$ cat src/sact_pkg.sv
// ----------------------------------------------------------------------------
// sact_pkg
// shared types and constants of the cache tag controller
// ----------------------------------------------------------------------------
package sact_pkg;

  localparam int unsigned ADDR_W = 32;
  localparam int unsigned LAT_W  = 10;
  localparam int unsigned DLY_W  = 8;
  localparam int unsigned CFG_IDX_W = 3;
  localparam int unsigned CFG_DAT_W = 8;

  // geometry: ways match the 2-bit way field, sets must be a power of two
  localparam int unsigned WAYS = 4;
  localparam int unsigned SETS = 64;

  localparam logic [15:0] LFSR_SEED = 16'hACE1;
  localparam logic [15:0] LFSR_TAPS = 16'hB400;

  typedef enum logic [1:0] {
    REPL_RANDOM = 2'd0,
    REPL_LRU    = 2'd1,
    REPL_FIFO   = 2'd2,
    REPL_ALT    = 2'd3
  } repl_mode_e;

  typedef enum logic [CFG_IDX_W-1:0] {
    CFG_REPLACE_MODE = 3'd0,
    CFG_WRITE_MODE   = 3'd1,
    CFG_LOOKUP_DLY   = 3'd2,
    CFG_REPLACE_DLY  = 3'd3,
    CFG_RD_HIT_DLY   = 3'd4,
    CFG_WR_HIT_DLY   = 3'd5,
    CFG_WB_DLY       = 3'd6,
    CFG_WT_DLY       = 3'd7
  } cfg_idx_e;

  typedef struct packed {
    logic [1:0]       repl_sel;
    logic             wr_policy;
    logic [DLY_W-1:0] lkup_dly;
    logic [DLY_W-1:0] refill_dly;
    logic [DLY_W-1:0] read_hit_delay;
    logic [DLY_W-1:0] write_hit_delay;
    logic [DLY_W-1:0] wb_dly;
    logic [DLY_W-1:0] wt_dly;
  } cfg_t;

endpackage

$ cat src/sact_front.sv
// ----------------------------------------------------------------------------
// sact_front
// accepts transactions, splits the address, queues them for the back end
// ----------------------------------------------------------------------------
module sact_front #(
  parameter int unsigned SET_W  = 6,
  parameter int unsigned TAG_W  = 22,
  parameter int unsigned OFF_W  = 4
) (
  input  logic                      clk_i,
  input  logic                      rst_ni,
  input  logic                      in_valid_i,
  output logic                      in_ready_o,
  input  logic                      kind_i,
  input  logic [sact_pkg::ADDR_W-1:0] address_i,
  output logic                      q_valid_o,
  input  logic                      q_ready_i,
  output logic                      q_kind_o,
  output logic [SET_W-1:0]          q_set_o,
  output logic [TAG_W-1:0]          q_tag_o
);
  import sact_pkg::*;

  // two-entry queue
  logic [1:0]       vld_q, vld_d;
  logic [1:0]       kind_q;
  logic [SET_W-1:0] set_q [2];
  logic [TAG_W-1:0] tag_q [2];
  logic [SET_W-1:0] set_in;
  logic [TAG_W-1:0] tag_in;
  logic             push, pop;
  logic             push_hi;

  assign set_in = address_i[OFF_W +: SET_W];
  assign tag_in = TAG_W'(address_i >> (OFF_W + SET_W));

  assign in_ready_o = ~vld_q[1];
  assign push = in_valid_i & in_ready_o;
  assign pop  = vld_q[0] & q_ready_i;
  // new transaction lands in the second slot when the head stays occupied
  assign push_hi = push & (pop ? vld_q[1] : vld_q[0]);

  assign q_valid_o = vld_q[0];
  assign q_kind_o  = kind_q[0];
  assign q_set_o   = set_q[0];
  assign q_tag_o   = tag_q[0];

  always_comb begin
    vld_d = vld_q;
    if (pop) vld_d = {1'b0, vld_q[1]};
    if (push) begin
      if (vld_d[0]) vld_d[1] = 1'b1;
      else vld_d[0] = 1'b1;
    end
  end

  always_ff @(posedge clk_i or negedge rst_ni) begin
    if (!rst_ni) begin
      vld_q <= '0;
    end else begin
      vld_q <= vld_d;
    end
  end

  always_ff @(posedge clk_i) begin
    if (push && !push_hi) begin
      kind_q[0] <= kind_i;
      set_q[0]  <= set_in;
      tag_q[0]  <= tag_in;
    end else if (pop) begin
      kind_q[0] <= kind_q[1];
      set_q[0]  <= set_q[1];
      tag_q[0]  <= tag_q[1];
    end
    if (push_hi) begin
      kind_q[1] <= kind_i;
      set_q[1]  <= set_in;
      tag_q[1]  <= tag_in;
    end
  end

endmodule

$ cat config.mk
export PLATFORM = sky130hd
export DESIGN_NAME = sact_front
export DESIGN_NICKNAME = d
export VERILOG_FILES = /design/src/sact_pkg.sv /design/src/sact_front.sv
export SDC_FILE = /design/constraint.sdc
export NUM_CORES = 1
export LEC_CHECK = 0
export BUFFER_PORTS_ARGS = -buffer_cell sky130_fd_sc_hd__buf_4
export CORE_MARGIN = 2
export CORE_UTILIZATION = 28
export CTS_BUF_LIST = sky130_fd_sc_hd__clkbuf_2
export DETAILED_ROUTE_END_ITERATION = 6
export SLEW_MARGIN = 10
export SYNTH_ARGS = -nofsm -noshare
export SYNTH_HDL_FRONTEND = slang
export SYNTH_SLANG_ARGS = --single-unit
$ cat constraint.sdc
create_clock -name clk_i -period 3.25 [get_ports clk_i]
set_input_delay 0 -clock clk_i [delete_from_list [all_inputs] [get_ports clk_i]]
set_output_delay 0 -clock clk_i [all_outputs]
set_load 0.05 [all_outputs]
-- Yosys cells after proc, flatten, opt, wreduce, memory -nomap -nowiden
Memory sizes are Yosys's and may differ from the RTL's.
Cells that the tools add are included.
- register bits after elaboration: 4
- RAM bits: 56
- memories: 2
- bitwise logic cells: 6
- multiplexer cells: 21
- reductions and logical operators: 5
- memories (memory ; depth ; width ; read ports ; clocked after memory_dff ; write ports ; line ; source):
    tag_q ; 2 ; 22 ; 2 ; 0 ; 1 ; sact_front.sv:28 ; logic [TAG_W-1:0] tag_q [2];
    set_q ; 2 ; 6 ; 2 ; 0 ; 1 ; sact_front.sv:27 ; logic [SET_W-1:0] set_q [2];
- operators by type and width (kind ; number):
    two-way mux 22 bit ; 2
    OR reduction 22 bit ; 1
    two-way mux 1 bit ; 15
    two-way mux 6 bit ; 2
    OR reduction 6 bit ; 1
    two-way mux 2 bit ; 2
    bitwise AND 1 bit ; 3
    OR 1 bit ; 2
    nonzero test 2 bit ; 1
    logical AND 1 bit ; 1
    logical NOT 1 bit ; 1
    inverter 1 bit ; 1

-- Logic depth before layout (Yosys ltp)
- depth after elaboration: 9
- depth in mapped cells: 4
- mapped depth without buffers: 3

-- Worst setup path after synthesis
Ideal clock, no wire load.
- kind: register -> register
- from: register vld_q[0]
- to: register kind_q[1] (enable)
- arrival time: 2.971 ns
- cell stages (with the launch flop): 2
- buffers on the path: 0
- required time: 2.792 ns
- period minus slack after synthesis: 3.429 ns
- setup slack: -0.179 ns
- cells stage by stage: dfrtp_1 nor3b_1
- cells in the longest elaborated chain, start to end: 3
- RTL lines (what ; line ; source):
    from (decl) ; sact_front.sv:25 ; logic [1:0] vld_q, vld_d;
    from (signal assigned) ; sact_front.sv:61 ; vld_q <= vld_d;
    bitwise AND 1 bit ; sact_front.sv:39 ; assign pop = vld_q[0] & q_ready_i;
    two-way mux 1 bit (*) ; sact_front.sv:41 ; assign push_hi = push & (pop ? vld_q[1] : vld_q[0]);
    bitwise AND 1 bit (*) ; sact_front.sv:41 ;
    net push_hi ; sact_front.sv:32 ; logic push_hi;
    to (signal assigned) ; sact_front.sv:76 ; kind_q[1] <= kind_i;
    to (decl) ; sact_front.sv:26 ; logic [1:0] kind_q;
Mark *: on every way through the listed nets, which the timed path passes. The rest lies on a longest branch.
A chain may end at the register's enable or synchronous reset.

-- Worst setup path after layout
- from: register vld_q[0]
- to: memory set_q[0][1], data pin
- cells in the longest elaborated chain, start to end: 9
- elaborated cells between the ends (all ways): 13
- classes of those cells: mux: 8; bitwise: 2; reduce/logical: 3
- RTL lines (what ; line ; source):
    bitwise AND 1 bit ; sact_front.sv:39 ;
    two-way mux 1 bit ; sact_front.sv:41 ;
    bitwise AND 1 bit ; sact_front.sv:41 ;
    logical NOT 1 bit ; sact_front.sv:66 ; if (push && !push_hi) begin
    logical AND 1 bit ; sact_front.sv:66 ;
    two-way mux 1 bit ; sact_front.sv:66 ;
    two-way mux 1 bit (implied by the code) ; sact_front.sv:72 ; set_q[0] <= set_q[1];
    two-way mux 6 bit (no line) ; n/a ;
    two-way mux 6 bit (no line) (*) ; n/a ;
    to (decl) ; sact_front.sv:27 ;
Mark *: on every way between the ends. The rest lies on a longest branch, timed or not.

==> impl_metrics.ini <==
[final_layout]
nFillCells = 825
syn_to_final_growth_pct = 32.92
fin_nets = 249
drive_gt1_share_pct = 52.31
multi_input_comb_area_um2 = 489.2
antenna_cells = 0
seq_area_um2 = 1792

[floorplan]
die_w_um = 98.80
die-area_um2 = 9760
rows = 34
pin_count = 68
core_um2 = 8721
die_h_um = 98.80
start_util_pct = 28.85

[timing]
fin_setup_tns_ns = 0
finalSetupViolations = 0
skew_ns = 0.02050
tightest_slew_ns = 0.9860
maxSlewHeadroom_pct = 34.02
max_freq_mhz = 471.4
fin_crit_ns = 2.121
fin_ws_ns = 1.129
period_share_pct = 65.27
rsz0062_at_grt = no
drv_slew = 0
hold_viol = 0

[clocking]
clk_pin_slew_worst_paths_ns = 0.17
cts_max_level = 3
cts_resized = 0
cts_tree = done
clk_path_buf_depth = 2
numCtsBuffers = 9
cts_root_buf = clkbuf_2
insertion_delay_ns = 0.48
cts.sinks = 60

[placement]
gp_congestion = 0.5842
dp_slack_ns = 1.146
port_buffers = 63
dp_hpwl_um = 2717

[logic_synthesis]
synth_area_leaders = edfxtp_1 (69%), mux2_4 (12%), buf_4 (8.4%)
async_flop_share_pct = 3.333
netlist_instances = 131
synth_area_per_cell_um2 = 19.21
netlist.area_leader.share_pct = 69.22
yosys.area.top_type = edfxtp_1
yosys_warnings = 0
synth_seq_cells = 60
synthesis.area_um2 = 2516
syn-num-nets = 168
ys.flop_type = edfxtp_1
synth.most_common_cell = edfxtp_1
synth-seq-area-share_pct = 71.21
ys_types = 15
synth-edff-count = 58
synth_commonest_cells = edfxtp_1 (58), buf_4 (28), mux2_4 (20)

[run_status]
status = finished clean

[pwr]
irDropWorstVdd_mv = 0.6199
power.density_nw_per_um2 = 759.3
power_leakage_nw = 1.304

[worst_setup_path]
crit-reg2reg-launch = vld_q[0]$_DFF_PN0_
required_ns = 3.49
path_class = flop to flop
crit_path_end_kind = flop
r2r_setup_slack_ns = 1.13
slowest_stage = a21oi_4
worst-path-buf-inv = 1
startpoint_type = flop
reg2reg_depth = 4
cp_max_fo = 16
crit_chain = nand2_2 -> a21oi_4 -> buf_12 -> mux2_2
r2r_end = set_q[0][1]$_DFFE_PP_
critPathTopFamily = compound AO/OA/AOI/OAI gates
cpPeakStageDelay_ns = 0.58
crit_arrival_ns = 2.36

[drt]
drtIter0Drc = 21
vias = 1317
postRouteAntennaNets = 0
drc = 0
viasPerCell = 4.065
drt-wirelength-per-cell_um = 13.35
drtPass1Iterations = 2
wirelength_um = 4327

[global_routing]
grt_max_degree = 30
grt_pass1_vias = 1400
antenna_found_initial = 0
grtUsageTotal_pct = 9.339
grt_pass1_wl_um = 6720
grt_remaining_overflow = 0

[min_path]
worstHoldPathCells = 2
hold_class = primary input to flop
hold_end = tag_q[0][31]$_DFFE_PP_
hold_start = address_i[19]

[job]
cap_violations = 0
[report_power, final]
group          switching (W)  total [W]  leakage [nW]  internal, W
sequential         0.0000601    0.00113         0.566      0.00107
clock               0.000264   0.000360        0.0566    0.0000960
combinational       0.000678    0.00105         0.682     0.000368
total                0.00100    0.00254          1.30      0.00154
[per-layer routing]
| metal | GRT usage [%] | share of wire (%) | vias to the layer above |
|---|---|---|---|
| met2 | 14.35 | 47 | 43 |
| met4 | 5.058 | 2.2 | 0 |
| met5 | 0 | 0 | - |
| li1 | - | - | 625 |
| met1 | 10.99 | 44 | 640 |
| met3 | 4.113 | 6.7 | 9 |
[final cells by class]
class,instances,area share [%]
Multi-Input combinational cell,39,14.63
Clock buffer,11,1.646
Tap cell,108,4.040
Timing Repair Buffer,100,25.36
Inverter,2,0.2245
Sequential cell,60,53.57
Clock inverter,4,0.5238
[layout by cell type, fill, tap and decap left out, types with 2 or more instances in the layout]
cell type / n
dlygate4sd3_1: 34
clkbuf_2: 11
clkinv_2: 2
a21oi_1: 3
mux2_4: 20
mux2_2: 9
dfrtp_1: 2
edfxtp_1: 58
buf_4: 65
clkinv_1: 2
[timing repair]
action	4_1_cts	5_1_grt
setup buffers	0	0
hold endpoints to repair	63	0
hold buffers	34	0
[cell families (layout without fill, tap and decap cells)]
family	Yosys count	in the layout	synth area share (%)
flops	60	60	71.21
buf+inv	32	117	10.24
mux	29	29	15.96
compound gates	6	6	1.641
simple gates	4	4	0.9451
[per-stage QoR]
| step | area [um2] | hold slack [ns] | total power [W] | util (%) | cells |
|---|---|---|---|---|---|
| finish | 3344 | 0.2375 | 0.002539 | 38.35 | 324 |
| global route | 3344 | 0.1690 | 0.002667 | 38.35 | 324 |
| CTS | 3344 | 0.1748 | 0.002588 | 38.35 | 324 |
| detailed placement | 2932 | -0.2170 | 0.002182 | 33.62 | 275 |
| global placement | 2932 | -0.2169 | 0.002165 | 33.62 | 275 |
| floorplan | 2521 | -0.2956 | 0.002016 | - | 131 |
[worst max-delay path by stage]
stage | to | slack, ns | cells after the start | startpoint
6_report | set_q[0][1]$_DFFE_PP_ | 1.13 | 4 | vld_q[0]$_DFF_PN0_
5_1_grt | set_q[0][1]$_DFFE_PP_ | 1.03 | 4 | vld_q[0]$_DFF_PN0_
4_1_cts | set_q[0][1]$_DFFE_PP_ | 1.08 | 4 | vld_q[0]$_DFF_PN0_
3_5_place_dp | set_q[0][1]$_DFFE_PP_ | 1.15 | 4 | vld_q[0]$_DFF_PN0_
3_3_place_gp | set_q[0][3]$_DFFE_PP_ | 1.17 | 4 | vld_q[0]$_DFF_PN0_
2_1_floorplan | kind_q[0]$_DFFE_PP_ | 0.005 | 1 | vld_q[0]$_DFF_PN0_
[sequential cells by signal (all words and copies together) (netlist names)]
name	flops
tag_q	44
set_q	12
kind_q	2
vld_q	2
(Power assumes the default switching activity.)
